[config.mk]
export PLATFORM = sky130hd
export DESIGN_NAME = srtf_preemptive_scheduler_flat
export DESIGN_NICKNAME = d
export VERILOG_FILES = /design/src/srtf_pkg.sv /design/src/srtf_if.sv /design/src/srtf_preemptive_scheduler.sv /design/src/srtf_ctrl.sv /design/src/srtf_dp.sv /design/src/flat_wrapper.sv
export VERILOG_INCLUDE_DIRS = /design/src /design/src/src
export SDC_FILE = /design/constraint.sdc
export NUM_CORES = 2
export LEC_CHECK = 0
export ABC_CLOCK_PERIOD_IN_PS = 9400
export BUFFER_PORTS_ARGS = -buffer_cell sky130_fd_sc_hd__buf_4
export CORE_MARGIN = 1.5
export CORE_UTILIZATION = 55
export DETAILED_ROUTE_END_ITERATION = 8
export GPL_ROUTABILITY_DRIVEN = 0
export GPL_TIMING_DRIVEN = 0
export HOLD_SLACK_MARGIN = 0.06
export PLACE_DENSITY = 0.77
export SYNTH_ARGS = -nofsm -noshare
export SYNTH_HDL_FRONTEND = slang
export SYNTH_SLANG_ARGS = --single-unit
[constraint.sdc]
create_clock -name clk -period 9.4 [get_ports clk]
set_input_delay 0.94 -clock clk [delete_from_list [all_inputs] [get_ports clk]]
set_output_delay 0.94 -clock clk [all_outputs]
set_load 0.1 [all_outputs]
[src/srtf_preemptive_scheduler_assert.svh]
// ---------------------------------------------------------------------------
// srtf assertion macros
// shared concurrent check templates, clocked on clk, off while rst_n is low
// ---------------------------------------------------------------------------
`ifndef SRTF_PREEMPTIVE_SCHEDULER_ASSERT_SVH
`define SRTF_PREEMPTIVE_SCHEDULER_ASSERT_SVH

// condition holds at every edge
`define SRTF_ASSERT_ALWAYS(lbl, cond) \
  lbl: assert property (@(posedge clk) disable iff (!rst_n) (cond)) \
    else $error("srtf: invariant violated");

// consequent holds in the cycle after the antecedent
`define SRTF_ASSERT_NEXT(lbl, ante, cons) \
  lbl: assert property (@(posedge clk) disable iff (!rst_n) (ante) |=> (cons)) \
    else $error("srtf: next-cycle check failed");

`endif

[src/srtf_pkg.sv]
// ---------------------------------------------------------------------------
// srtf_pkg
// shared constants and controller/datapath types for the srtf scheduler
// ---------------------------------------------------------------------------
package srtf_pkg;

  localparam int MAX_JOBS = 16;
  localparam int SLOT_W   = (MAX_JOBS > 1) ? $clog2(MAX_JOBS) : 1;
  localparam int CNT_W    = $clog2(MAX_JOBS + 1);

  localparam logic [1:0] OP_ADD   = 2'd0;
  localparam logic [1:0] OP_TICK  = 2'd1;
  localparam logic [1:0] OP_CLEAR = 2'd2;

  localparam logic [31:0] TIME_MAX = 32'hFFFF_FFFF;

  typedef struct packed {
    logic [7:0]  id;
    logic [31:0] arrival;
    logic [15:0] burst;
    logic [15:0] remaining;
  } slot_t;

  typedef struct packed {
    logic              add;
    logic              clear;
    logic              scan_clr;
    logic              rd_en;
    logic [SLOT_W-1:0] rd_addr;
    logic              upd;
    logic              res_load;
  } cmd_t;

  typedef struct packed {
    logic out_free;
  } sts_t;

endpackage

[src/srtf_if.sv]
// ---------------------------------------------------------------------------
// srtf channel interfaces
// valid/ready channels for scheduler requests and tick results
// ---------------------------------------------------------------------------
interface srtf_in_if;
  logic        valid;
  logic        ready;
  logic [1:0]  operation;
  logic [7:0]  job_id;
  logic [31:0] arrival;
  logic [15:0] burst;

  modport source (output valid, operation, job_id, arrival, burst, input ready);
  modport sink   (input valid, operation, job_id, arrival, burst, output ready);
endinterface

interface srtf_out_if;
  logic        valid;
  logic        ready;
  logic [7:0]  ran_id;
  logic        idle;
  logic        switched;
  logic        finished;
  logic [31:0] done_time;
  logic [31:0] turnaround;
  logic [31:0] waiting;
  logic        all_done;
  logic [31:0] time_now;

  modport source (output valid, ran_id, idle, switched, finished, done_time,
                  turnaround, waiting, all_done, time_now, input ready);
  modport sink   (input valid, ran_id, idle, switched, finished, done_time,
                  turnaround, waiting, all_done, time_now, output ready);
endinterface

[src/srtf_preemptive_scheduler.sv]
// ---------------------------------------------------------------------------
// srtf_preemptive_scheduler
// preemptive shortest-remaining-time-first scheduler over a 16-slot job table
//
// requests enter on in_ch (valid/ready): add stores a job in the next free
// slot (dropped when the table is full), clear empties the table and zeroes
// time, tick runs one time unit. only ticks produce a beat on out_ch.
// in_ch.ready is high only while the sequencer is idle, so one request is
// worked on at a time. add, clear and unused codes are handled in idle.
// a tick walks the table one slot per cycle through a single memory port
// into one shared comparator, then compares the last entry in a drain step,
// followed by an update step and a result step that loads out_ch; the next
// request is taken only after the sequencer is back in idle.
// results sit in an output register; further adds and clears are taken while
// it waits. a tick reaching the result step while out_ch is stalled holds
// there until the register frees.
// after reset (rst_n low, synchronous) the table is empty, time is zero and
// no previous job is recorded; slot storage itself is not cleared.
// ---------------------------------------------------------------------------
module srtf_preemptive_scheduler (
  input  logic       clk,
  input  logic       rst_n,
  srtf_in_if.sink    in_ch,
  srtf_out_if.source out_ch
);
  import srtf_pkg::*;

  cmd_t cmd;
  sts_t sts;

  srtf_ctrl u_ctrl (
    .clk          (clk),
    .rst_n        (rst_n),
    .in_valid     (in_ch.valid),
    .in_ready     (in_ch.ready),
    .in_operation (in_ch.operation),
    .cmd          (cmd),
    .sts          (sts)
  );

  srtf_dp u_dp (
    .clk             (clk),
    .rst_n           (rst_n),
    .cmd             (cmd),
    .sts             (sts),
    .in_job_id       (in_ch.job_id),
    .in_arrival      (in_ch.arrival),
    .in_burst        (in_ch.burst),
    .out_valid       (out_ch.valid),
    .out_ready       (out_ch.ready),
    .out_ran_id      (out_ch.ran_id),
    .out_idle        (out_ch.idle),
    .out_switched    (out_ch.switched),
    .out_finished    (out_ch.finished),
    .out_done_time   (out_ch.done_time),
    .out_turnaround  (out_ch.turnaround),
    .out_waiting     (out_ch.waiting),
    .out_all_done    (out_ch.all_done),
    .out_time_now    (out_ch.time_now)
  );

endmodule

[src/srtf_ctrl.sv]
// ---------------------------------------------------------------------------
// srtf_ctrl
// sequencer: decodes requests, walks the slot table, then update and result
// ---------------------------------------------------------------------------
module srtf_ctrl (
  input  logic             clk,
  input  logic             rst_n,
  input  logic             in_valid,
  output logic             in_ready,
  input  logic [1:0]       in_operation,
  output srtf_pkg::cmd_t   cmd,
  input  srtf_pkg::sts_t   sts
);
  import srtf_pkg::*;

  typedef enum logic [2:0] {
    ST_IDLE,
    ST_SCAN,
    ST_DRAIN,
    ST_UPD,
    ST_RES
  } state_t;

  state_t            state_r, state_nxt;
  logic [SLOT_W-1:0] scan_r, scan_nxt;
  logic              accept;

  assign in_ready = (state_r == ST_IDLE);
  assign accept   = in_valid && in_ready;

  always_comb begin
    state_nxt    = state_r;
    scan_nxt     = scan_r;
    cmd          = '0;
    cmd.rd_addr  = scan_r;
    unique case (state_r)
      ST_IDLE: begin
        if (accept) begin
          unique case (in_operation)
            OP_ADD:   cmd.add = 1'b1;
            OP_CLEAR: cmd.clear = 1'b1;
            OP_TICK: begin
              cmd.scan_clr = 1'b1;
              scan_nxt     = '0;
              state_nxt    = ST_SCAN;
            end
            default: ;
          endcase
        end
      end
      ST_SCAN: begin
        cmd.rd_en = 1'b1;
        if (scan_r == SLOT_W'(MAX_JOBS - 1)) begin
          state_nxt = ST_DRAIN;
        end else begin
          scan_nxt = scan_r + 1'b1;
        end
      end
      // last read entry is compared here
      ST_DRAIN: state_nxt = ST_UPD;
      ST_UPD: begin
        cmd.upd   = 1'b1;
        state_nxt = ST_RES;
      end
      ST_RES: begin
        if (sts.out_free) begin
          cmd.res_load = 1'b1;
          state_nxt    = ST_IDLE;
        end
      end
      default: state_nxt = ST_IDLE;
    endcase
  end

  always_ff @(posedge clk) begin
    if (!rst_n) begin
      state_r <= ST_IDLE;
      scan_r  <= '0;
    end else begin
      state_r <= state_nxt;
      scan_r  <= scan_nxt;
    end
  end

endmodule

[src/srtf_dp.sv]
// ---------------------------------------------------------------------------
// srtf_dp
// slot memory, running best-candidate compare, counters and result register
// ---------------------------------------------------------------------------
`include "srtf_preemptive_scheduler_assert.svh"

module srtf_dp (
  input  logic             clk,
  input  logic             rst_n,
  input  srtf_pkg::cmd_t   cmd,
  output srtf_pkg::sts_t   sts,
  input  logic [7:0]       in_job_id,
  input  logic [31:0]      in_arrival,
  input  logic [15:0]      in_burst,
  output logic             out_valid,
  input  logic             out_ready,
  output logic [7:0]       out_ran_id,
  output logic             out_idle,
  output logic             out_switched,
  output logic             out_finished,
  output logic [31:0]      out_done_time,
  output logic [31:0]      out_turnaround,
  output logic [31:0]      out_waiting,
  output logic             out_all_done,
  output logic [31:0]      out_time_now
);
  import srtf_pkg::*;

  slot_t             slot_mem_r [MAX_JOBS];
  slot_t             rd_q_r;
  logic              rd_vld_r;
  logic [SLOT_W-1:0] rd_idx_r;

  logic [CNT_W-1:0]  job_cnt_r, done_cnt_r;
  logic [31:0]       time_r, time_nxt;
  logic [7:0]        last_ran_r;
  logic              last_vld_r;

  slot_t             best_r;
  logic [SLOT_W-1:0] best_slot_r;
  logic              best_found_r;

  logic              res_idle_r, res_sw_r, res_fin_r;
  logic [7:0]        res_id_r;
  logic [31:0]       res_tat_r;
  logic [15:0]       res_burst_r;

  logic              out_valid_r, out_idle_r, out_sw_r, out_fin_r, out_done_r;
  logic [7:0]        out_ran_r;
  logic [31:0]       out_ftime_r, out_tat_r, out_wait_r, out_time_r;

  logic              table_full, add_ok, eligible, better;
  logic              mem_we;
  logic [SLOT_W-1:0] mem_wa;
  slot_t             mem_wd;
  logic [15:0]       rem_dec;
  logic [31:0]       wait_val;

  assign table_full = (job_cnt_r == CNT_W'(MAX_JOBS));
  assign add_ok     = cmd.add && !table_full;
  assign rem_dec    = best_r.remaining - 16'd1;
  assign time_nxt   = (time_r == TIME_MAX) ? time_r : time_r + 32'd1;

  // candidate check on the entry read in the previous cycle
  assign eligible = rd_vld_r && (CNT_W'(rd_idx_r) < job_cnt_r) &&
                    (rd_q_r.remaining != 16'd0) && (rd_q_r.arrival <= time_r);
  assign better   = !best_found_r || (rd_q_r.remaining < best_r.remaining) ||
                    ((rd_q_r.remaining == best_r.remaining) && (rd_q_r.id < best_r.id));

  always_comb begin
    mem_we = 1'b0;
    mem_wa = job_cnt_r[SLOT_W-1:0];
    mem_wd = '{id: in_job_id, arrival: in_arrival, burst: in_burst, remaining: in_burst};
    if (add_ok) begin
      mem_we = 1'b1;
    end else if (cmd.upd && best_found_r) begin
      mem_we           = 1'b1;
      mem_wa           = best_slot_r;
      mem_wd           = best_r;
      mem_wd.remaining = rem_dec;
    end
  end

  always_ff @(posedge clk) begin
    if (mem_we) slot_mem_r[mem_wa] <= mem_wd;
    if (cmd.rd_en) rd_q_r <= slot_mem_r[cmd.rd_addr];
  end

  assign wait_val = (res_tat_r >= {16'd0, res_burst_r}) ?
                    res_tat_r - {16'd0, res_burst_r} : 32'd0;

  // payload registers
  always_ff @(posedge clk) begin
    rd_idx_r <= cmd.rd_addr;
    if (eligible && better) begin
      best_r      <= rd_q_r;
      best_slot_r <= rd_idx_r;
    end
    if (cmd.upd) begin
      res_idle_r  <= !best_found_r;
      res_id_r    <= best_r.id;
      res_sw_r    <= !last_vld_r || (last_ran_r != best_r.id);
      res_fin_r   <= best_found_r && (rem_dec == 16'd0);
      res_tat_r   <= time_nxt - best_r.arrival;
      res_burst_r <= best_r.burst;
    end
    if (cmd.res_load) begin
      out_idle_r  <= res_idle_r;
      out_ran_r   <= res_idle_r ? 8'd0 : res_id_r;
      out_sw_r    <= !res_idle_r && res_sw_r;
      out_fin_r   <= res_fin_r;
      out_ftime_r <= res_fin_r ? time_r : 32'd0;
      out_tat_r   <= res_fin_r ? res_tat_r : 32'd0;
      out_wait_r  <= res_fin_r ? wait_val : 32'd0;
      out_done_r  <= (done_cnt_r == job_cnt_r);
      out_time_r  <= time_r;
    end
  end

  // control state
  always_ff @(posedge clk) begin
    if (!rst_n) begin
      rd_vld_r     <= 1'b0;
      best_found_r <= 1'b0;
      job_cnt_r    <= '0;
      done_cnt_r   <= '0;
      time_r       <= '0;
      last_ran_r   <= '0;
      last_vld_r   <= 1'b0;
      out_valid_r  <= 1'b0;
    end else begin
      rd_vld_r <= cmd.rd_en;
      if (cmd.scan_clr) begin
        best_found_r <= 1'b0;
      end else if (eligible) begin
        best_found_r <= 1'b1;
      end
      if (cmd.clear) begin
        job_cnt_r  <= '0;
        done_cnt_r <= '0;
        time_r     <= '0;
        last_ran_r <= '0;
        last_vld_r <= 1'b0;
      end else if (add_ok) begin
        job_cnt_r <= job_cnt_r + 1'b1;
        if (in_burst == 16'd0) done_cnt_r <= done_cnt_r + 1'b1;
      end else if (cmd.upd) begin
        time_r <= time_nxt;
        if (best_found_r) begin
          last_ran_r <= best_r.id;
          last_vld_r <= 1'b1;
          if (rem_dec == 16'd0) done_cnt_r <= done_cnt_r + 1'b1;
        end
      end
      if (cmd.res_load) begin
        out_valid_r <= 1'b1;
      end else if (out_ready) begin
        out_valid_r <= 1'b0;
      end
    end
  end

  assign sts.out_free    = !out_valid_r || out_ready;
  assign out_valid       = out_valid_r;
  assign out_ran_id      = out_ran_r;
  assign out_idle        = out_idle_r;
  assign out_switched    = out_sw_r;
  assign out_finished    = out_fin_r;
  assign out_done_time   = out_ftime_r;
  assign out_turnaround  = out_tat_r;
  assign out_waiting     = out_wait_r;
  assign out_all_done    = out_done_r;
  assign out_time_now    = out_time_r;

  `SRTF_ASSERT_ALWAYS(a_done_le_jobs, done_cnt_r <= job_cnt_r)
  `SRTF_ASSERT_ALWAYS(a_jobs_le_max, job_cnt_r <= CNT_W'(MAX_JOBS))
  `SRTF_ASSERT_NEXT(a_clear_empties, cmd.clear, job_cnt_r == '0 && time_r == '0)
  `SRTF_ASSERT_ALWAYS(a_idle_no_job, !(out_valid_r && out_idle_r) || (out_ran_r == '0 && !out_fin_r))

endmodule

[src/flat_wrapper.sv]
// flat-port wrapper written by rule: the top's interface ports become plain ports
module srtf_preemptive_scheduler_flat import srtf_pkg::*;
  (clk, rst_n, in_ch_valid, in_ch_operation, in_ch_job_id, in_ch_arrival, in_ch_burst, in_ch_ready, out_ch_valid, out_ch_ran_id, out_ch_idle, out_ch_switched, out_ch_finished, out_ch_done_time, out_ch_turnaround, out_ch_waiting, out_ch_all_done, out_ch_time_now, out_ch_ready);
  srtf_in_if in_ch_i ();
  srtf_out_if out_ch_i ();
  input  logic clk;
  input  logic rst_n;
  input wire logic [$bits(in_ch_i.valid)-1:0] in_ch_valid;
  input wire logic [$bits(in_ch_i.operation)-1:0] in_ch_operation;
  input wire logic [$bits(in_ch_i.job_id)-1:0] in_ch_job_id;
  input wire logic [$bits(in_ch_i.arrival)-1:0] in_ch_arrival;
  input wire logic [$bits(in_ch_i.burst)-1:0] in_ch_burst;
  output wire logic [$bits(in_ch_i.ready)-1:0] in_ch_ready;
  output wire logic [$bits(out_ch_i.valid)-1:0] out_ch_valid;
  output wire logic [$bits(out_ch_i.ran_id)-1:0] out_ch_ran_id;
  output wire logic [$bits(out_ch_i.idle)-1:0] out_ch_idle;
  output wire logic [$bits(out_ch_i.switched)-1:0] out_ch_switched;
  output wire logic [$bits(out_ch_i.finished)-1:0] out_ch_finished;
  output wire logic [$bits(out_ch_i.done_time)-1:0] out_ch_done_time;
  output wire logic [$bits(out_ch_i.turnaround)-1:0] out_ch_turnaround;
  output wire logic [$bits(out_ch_i.waiting)-1:0] out_ch_waiting;
  output wire logic [$bits(out_ch_i.all_done)-1:0] out_ch_all_done;
  output wire logic [$bits(out_ch_i.time_now)-1:0] out_ch_time_now;
  input wire logic [$bits(out_ch_i.ready)-1:0] out_ch_ready;
  assign in_ch_i.valid = in_ch_valid;
  assign in_ch_i.operation = in_ch_operation;
  assign in_ch_i.job_id = in_ch_job_id;
  assign in_ch_i.arrival = in_ch_arrival;
  assign in_ch_i.burst = in_ch_burst;
  assign in_ch_ready = in_ch_i.ready;
  assign out_ch_valid = out_ch_i.valid;
  assign out_ch_ran_id = out_ch_i.ran_id;
  assign out_ch_idle = out_ch_i.idle;
  assign out_ch_switched = out_ch_i.switched;
  assign out_ch_finished = out_ch_i.finished;
  assign out_ch_done_time = out_ch_i.done_time;
  assign out_ch_turnaround = out_ch_i.turnaround;
  assign out_ch_waiting = out_ch_i.waiting;
  assign out_ch_all_done = out_ch_i.all_done;
  assign out_ch_time_now = out_ch_i.time_now;
  assign out_ch_i.ready = out_ch_ready;
  srtf_preemptive_scheduler u_core (.clk(clk), .rst_n(rst_n), .in_ch(in_ch_i), .out_ch(out_ch_i));
endmodule
# [After elaboration in Yosys (flattened, before gate mapping)]
# Memory sizes are Yosys's and may differ from the RTL's. A register that Yosys moved wholly into a read port is not among the register bits.
# Cells that the tools add are included.
[classes] addsub=7 n_shift=0 mux=34 mul=0 magnitude_cmp=5 div=0 n_reduce_logical=37 bitwise_logic=2 eq_ne=18
[ops] cell="$mux W72" count=2
[ops] cell="$add A32 B1 Y32 const B" count=1
[ops] cell="$eq A32 B32 Y1 const B" count=1
[ops] cell="$ge A32 B16 Y1" count=1
[ops] cell="$le A32 B32 Y1" count=1
[ops] cell="$logic_not A16 Y1" count=2
[ops] cell="$mux W32" count=1
[ops] cell="$sub A32 B16 Y32" count=1
[ops] cell="$sub A32 B32 Y32" count=1
[ops] cell="$mux W5" count=5
[ops] cell="$mux W4" count=5
[ops] cell="$mux W3" count=6
[ops] cell="$eq A16 B16 Y1" count=1
[ops] cell="$lt A16 B16 Y1" count=1
[ops] cell="$reduce_bool A16 Y1" count=1
[ops] cell="$sub A16 B1 Y16 const B" count=1
[ops] cell="$pmux W3 S5" count=1
[ops] cell="$mux W1" count=13
[ops] cell="$reduce_and A4 Y1" count=3
[ops] cell="$add A5 B1 Y5 const B" count=2
[ops] cell="$logic_and A1 B1 Y1" count=10
[ops] cell="$reduce_bool A2 Y1" count=5
[ops] cell="$lt A8 B8 Y1" count=1
[ops] cell="$ne A2 B1 Y1 const B" count=4
[ops] cell="other kinds (21)" count=33
[totals] reg_bits=340 input_bits=62 out_inout_bits=142 latch_bits=0 memories=1 rom_bits=0 ram_bits=1152
[mem_list] memory="u_core.u_dp.slot_mem_r" depth=16 width=72 rd=1 rd_clocked_by_memory_dff=1 wr=1 line_no="srtf_dp.sv:29" rtl="slot_t slot_mem_r [MAX_JOBS];"

# [Longest topological paths before layout]
[logic_depth] ltp_word=8 mapped_depth=18

# [Modules after synthesis]
# From an unflattened synthesis, not the netlist that was laid out.
[hier_totals] hier_cells=3387 area_unflattened_um2=63251.9
[by_module_without_submodules] module="srtf_dp" area_each_um2=62825.3 n_inst=1 cells_each=3339
[by_module_without_submodules] module="srtf_ctrl" area_each_um2=426.7 n_inst=1 cells_each=48

# [Worst setup path before layout]
# No wires, ideal clock.
[synth_path] path_type="input-to-reg" from="in out_ch_ready" to="reg u_core.u_dp.out_done_r, in the netlist u_core.u_dp.out_all_done, enable pin" required_ns=8.742 setup_ns=0.658 n_path_buf=0 slack_ns=1.541 arrival_ns=7.201 stages=2 path_cell_list="nor2b_1 -> nor2b_1"
[synth_lines] element="start: declaration" line_no="flat_wrapper.sv:24" rtl="input wire logic [$bits(out_ch_i.ready)-1:0] out_ch_ready;"
[synth_lines] element="end signal: assignment" line_no="srtf_dp.sv:115" rtl="out_done_r <= (done_cnt_r == job_cnt_r);"
[synth_lines] element="end: declaration" line_no="srtf_dp.sv:48" rtl="logic out_valid_r, out_idle_r, out_sw_r, out_fin_r, out_done_r;"

# [Final worst setup path]
[layout_path] from="reg u_core.u_dp.time_r[9]" to="reg u_core.u_dp.res_tat_r[30] (data pin)"
[layout_via] elab_chain_cells=3 elab_cells_between_ends=4 classes_between="add/sub: 2; eq/ne: 1; mux: 1"
[layout_lines] element="start: declaration" line_no="srtf_dp.sv:35" rtl="logic [31:0] time_r, time_nxt;"
[layout_lines] element="start signal: assignment" line_no="srtf_dp.sv:148" rtl="time_r <= time_nxt;"
[layout_lines] element="$add A32 B1 Y32 / $eq A32 B32 Y1 (equally long branches)" line_no="srtf_dp.sv:62" rtl="assign time_nxt = (time_r == TIME_MAX) ? time_r : time_r + 32'd1;"
[layout_lines] element="$mux W32 (*)" line_no="srtf_dp.sv:62"
[layout_lines] element="$sub A32 B32 Y32 (*)" line_no="srtf_dp.sv:104" rtl="res_tat_r <= time_nxt - best_r.arrival;"
[layout_lines] element="end signal: assignment" line_no="srtf_dp.sv:104"
[layout_lines] element="end: declaration" line_no="srtf_dp.sv:45" rtl="logic [31:0] res_tat_r;"
# Every way passes the cells marked *; elsewhere a longest branch is shown, timed or not.
# A chain may end at the register's enable or synchronous reset.

==> results.sh <==
export IMPL_status="complete, no violations"
export IMPL_met1_usage_pct=40.5
export IMPL_sw_frac_of_total_pct=22.4
export IMPL_grt_pass1_vias=35100
export IMPL_rows=123
export IMPL_dp_cells=5129
export IMPL_pwr_density_cell_nw_per_um2=204
export IMPL_io_pins=204
export IMPL_clockBufferDepth=3
export IMPL_die_w_um=341
export IMPL_cts_hold_buf=0
export IMPL_cts_root_buf="clkbuf_16"
export IMPL_fin_cells=5413
export IMPL_p_switching_w=0.00333
export IMPL_fin_ws_ps=3630
export IMPL_synth_area_leaders="edfxtp_1, mux4_2, ha_1"
export IMPL_p_seq_share_pct=52.3
export IMPL_r2r_setup_slack_ps=3630
export IMPL_cts_setup_buffers=0
export IMPL_slew_viol_final=0
export IMPL_viasPerCell=6.58
export IMPL_initial_utilization_pct=55.8
export IMPL_cts_tree="built"
export IMPL_syn_area_per_cell_um2=18.8
export IMPL_grt_pass1_wl_mm=246
export IMPL_start_kind="flip-flop"
export IMPL_final_period_utilization_pct=61.4
export IMPL_die_h_um=341
export IMPL_rsz0062_at_grt="false"
export IMPL_synth_edff_count=1499
export IMPL_maxCapViolations=0
export IMPL_worstSetupPathType="reg -> reg"
export IMPL_combPwrFrac_pct=7.6
export IMPL_synth_main_ff_cell="edfxtp_1"
export IMPL_netlist_area_um2=63000
export IMPL_synth_top_area_share_pct=71.5
export IMPL_top_usage_layer="met2"
export IMPL_use_met3_pct=7.46
export IMPL_synth_largest_area_cell="edfxtp_1"
export IMPL_fin_skew_ps=26.5
export IMPL_cts_resized=0
export IMPL_tightestPinTransition_ps=1370
export IMPL_ys_seq_elements=1564
export IMPL_critPathMaxFanout=9
export IMPL_hp_start="u_core.u_ctrl.scan_r[3]$_SDFFE_PN0P_"
export IMPL_p_leak_nw=23.7
export IMPL_internal_power_w=0.0116
export IMPL_finalHoldViolCount=0
export IMPL_max_freq_mhz=173
export IMPL_r2r_start="u_core.u_dp.time_r[9]$_SDFFE_PP0P_"
export IMPL_synthArstFlopShare_pct=0
export IMPL_arrival_ps=6270
export IMPL_drt_iter0_markers=5485
export IMPL_gr_total_overflow=0
export IMPL_whs_endpoint="u_core.u_dp.rd_idx_r[3]$_DFF_P_"
export IMPL_clockPowerShare_pct=40.1
export IMPL_grt_max_degree=58
export IMPL_holdPathStages=0
export IMPL_final_layout_size_suffix_gt1_share_pct=23.1
export IMPL_final_common_cell="edfxtp_1"
export IMPL_dpl_hpwl_mm=108
export IMPL_place_ws_ps=3760
export IMPL_netlist_instances=3351
export IMPL_h_tree_depth=4
export IMPL_yosysSeqAreaShare_pct=73.5
export IMPL_ys_warn_count=0
export IMPL_clkTransAtPathRegs_ps=60
export IMPL_num_vias=35600
export IMPL_io_buffers=202
export IMPL_area_delta_synth_final_pct=16.0
export IMPL_nets=3963
export IMPL_ys_types=74
export IMPL_min_path_type="reg -> reg"
export IMPL_final_cell_mix="edfxtp_1, mux4_2, buf_4, nand2_1, clkbuf_16"
export IMPL_p_total_w=0.0149
export IMPL_coreArea_um2=113000
export IMPL_routed_wl_mm=172
export IMPL_vdd_drop_max_mv=0.196
export IMPL_grt_usage_pct=29.9
export IMPL_fp_dieArea_um2=117000
export IMPL_period_minus_slack_ps=5770
export IMPL_timing_slew_headroom_pct=8.79
export IMPL_drc=0
export IMPL_setup_violations=0
export IMPL_firstDrtPassIters=6
export IMPL_end_kind="flip-flop"
export IMPL_avgRoutedWirePerCell_um=31.8
export IMPL_cts_sinks=1564
export IMPL_grt_use_met2_pct=46.6
export IMPL_r2r_end="u_core.u_dp.res_tat_r[30]$_DFFE_PP_"
export IMPL_r2r_cells=17
export IMPL_clk_latency_ps=780
export IMPL_synthesis_nets=3527
export IMPL_drtAntennaViolNets=0
export IMPL_cts_buffers_inserted=151
export IMPL_required_ps=9900
export IMPL_antenna_found_initial=3
[worst max path at each step]
stage | startpoint | to | slack, ps | cells past startpoint
detailed placement | u_core.u_dp.time_r[10]$_SDFFE_PP0P_ | u_core.u_dp.res_tat_r[30]$_DFFE_PP_ | 3760 | 17
finish | u_core.u_dp.time_r[9]$_SDFFE_PP0P_ | u_core.u_dp.res_tat_r[30]$_DFFE_PP_ | 3630 | 17
CTS | u_core.u_dp.time_r[9]$_SDFFE_PP0P_ | u_core.u_dp.res_tat_r[30]$_DFFE_PP_ | 3700 | 17
global placement | u_core.u_ctrl.state_r[2]$_SDFFE_PN0P_ | u_core.u_dp.slot_mem_r[3][53]$_DFFE_PP_ | -1860 | 6
global route | u_core.u_dp.time_r[9]$_SDFFE_PP0P_ | u_core.u_dp.res_tat_r[30]$_DFFE_PP_ | 3120 | 15
floorplan | out_ch_ready | u_core.u_dp.out_all_done$_DFFE_PP_ | 1540 | 2
[logic make-up (layout without fill, tap and decap cells)]
family | count (synthesis) | in the layout | synth area share, %
flip-flops | 1564 | 1564 | 73.5
AND/OR/NAND/NOR | 627 | 627 | 4.97
AO/OA/AOI/OAI | 291 | 291 | 2.84
other | 0 | 1 | 0
adder cells (fa/ha/maj) | 114 | 114 | 2.29
multiplexers | 365 | 365 | 13.0
buffers and inverters | 259 | 820 | 1.59
XOR/XNOR | 131 | 131 | 1.82
[routing by layer]
metal | vias to the layer above | part of all wire, %
met5 | - | 0.023
met4 | 6 | 4.4
met3 | 474 | 13
met2 | 2904 | 47
met1 | 18000 | 36
li1 | 14300 | -
[power by group through the flow]
stage          sequential, W  clock (W)  combinational [W]
2_1_floorplan        0.00795          0           0.000714
3_3_place_gp         0.00795          0            0.00105
3_5_place_dp         0.00793          0            0.00110
4_1_cts              0.00778    0.00600            0.00112
5_1_grt              0.00778    0.00625            0.00119
6_report             0.00778    0.00597            0.00113
[through the flow]
step	hold WS (ps)	cell area [um2]	setup TNS [ps]	util [%]
2_1_floorplan	349	63000	0	-
3_3_place_gp	363	66400	-2031530	58.8
3_5_place_dp	375	68200	0	60.4
4_1_cts	385	73000	0	64.6
5_1_grt	393	73000	0	64.7
6_report	396	73100	0	64.7
[cells in the mapped netlist (3+ instances only)]
library cell and instances:
o21bai_1 7, nand2b_1 14, or3_1 14, ha_1 112
nand2_1 187, a2111oi_0 3, xnor2_1 106, or4_1 10
a21oi_1 79, o31ai_1 6, inv_1 125, and3_1 12
mux4_2 360, nor3_1 42, o211ai_1 6, and2_1 71
o21ai_0 91, nor2_1 131, nand4_1 34, nor4_1 20
a21o_1 32, xor2_1 25, edfxtp_1 1499, buf_1 25
a21boi_0 3, nor3b_1 6, mux2_2 3, o21a_1 11
dfxtp_1 65, clkbuf_1 98, o2111ai_1 4, nand3_1 33
buf_2 5, nor2b_1 27, nor4b_1 3, and4_1 6
nand3b_1 3, a211oi_1 9, buf_6 3, a31oi_1 10
[critical path: stages (launching register included)]
cell and delay (ps):
dfxtp_1 330, clkbuf_1 510, nand4_1 340, or3_1 480
or4_1 470, buf_2 210, xnor2_1 170, ha_1 190
inv_1 60, fa_1 450, a211oi_1 320, o21ai_0 200
a32oi_1 330, o21ai_0 200, a41oi_1 550, o211ai_1 230
a221oi_1 330, xnor2_1 110
[layout make-up]
class                           instances  area (um2)
Sequential cell                      1564       46300
Fill cell                            7270       39900
Multi-Input combinational cell       1528       15800
Clock buffer                          190        3980
Timing Repair Buffer                  283        3180
Tap cell                             1500        1880
Clock inverter                         88         847
Buffer                                132         533
Inverter                              127         477
Antenna cell                            1        2.50
[flip-flops by register name, indices dropped and copies added (netlist names), 16 cells and up]
signal,cells
u_core.u_dp.best_r,72
u_core.u_dp.res_tat_r,32
u_core.u_dp.res_burst_r,16
u_core.u_dp.rd_q_r,72
u_core.u_dp.out_done_time,32
u_core.u_dp.out_time_now,32
u_core.u_dp.out_turnaround,32
u_core.u_dp.time_r,32
u_core.u_dp.slot_mem_r,1152
u_core.u_dp.out_waiting,32
Power figures use the tool's default switching activity.
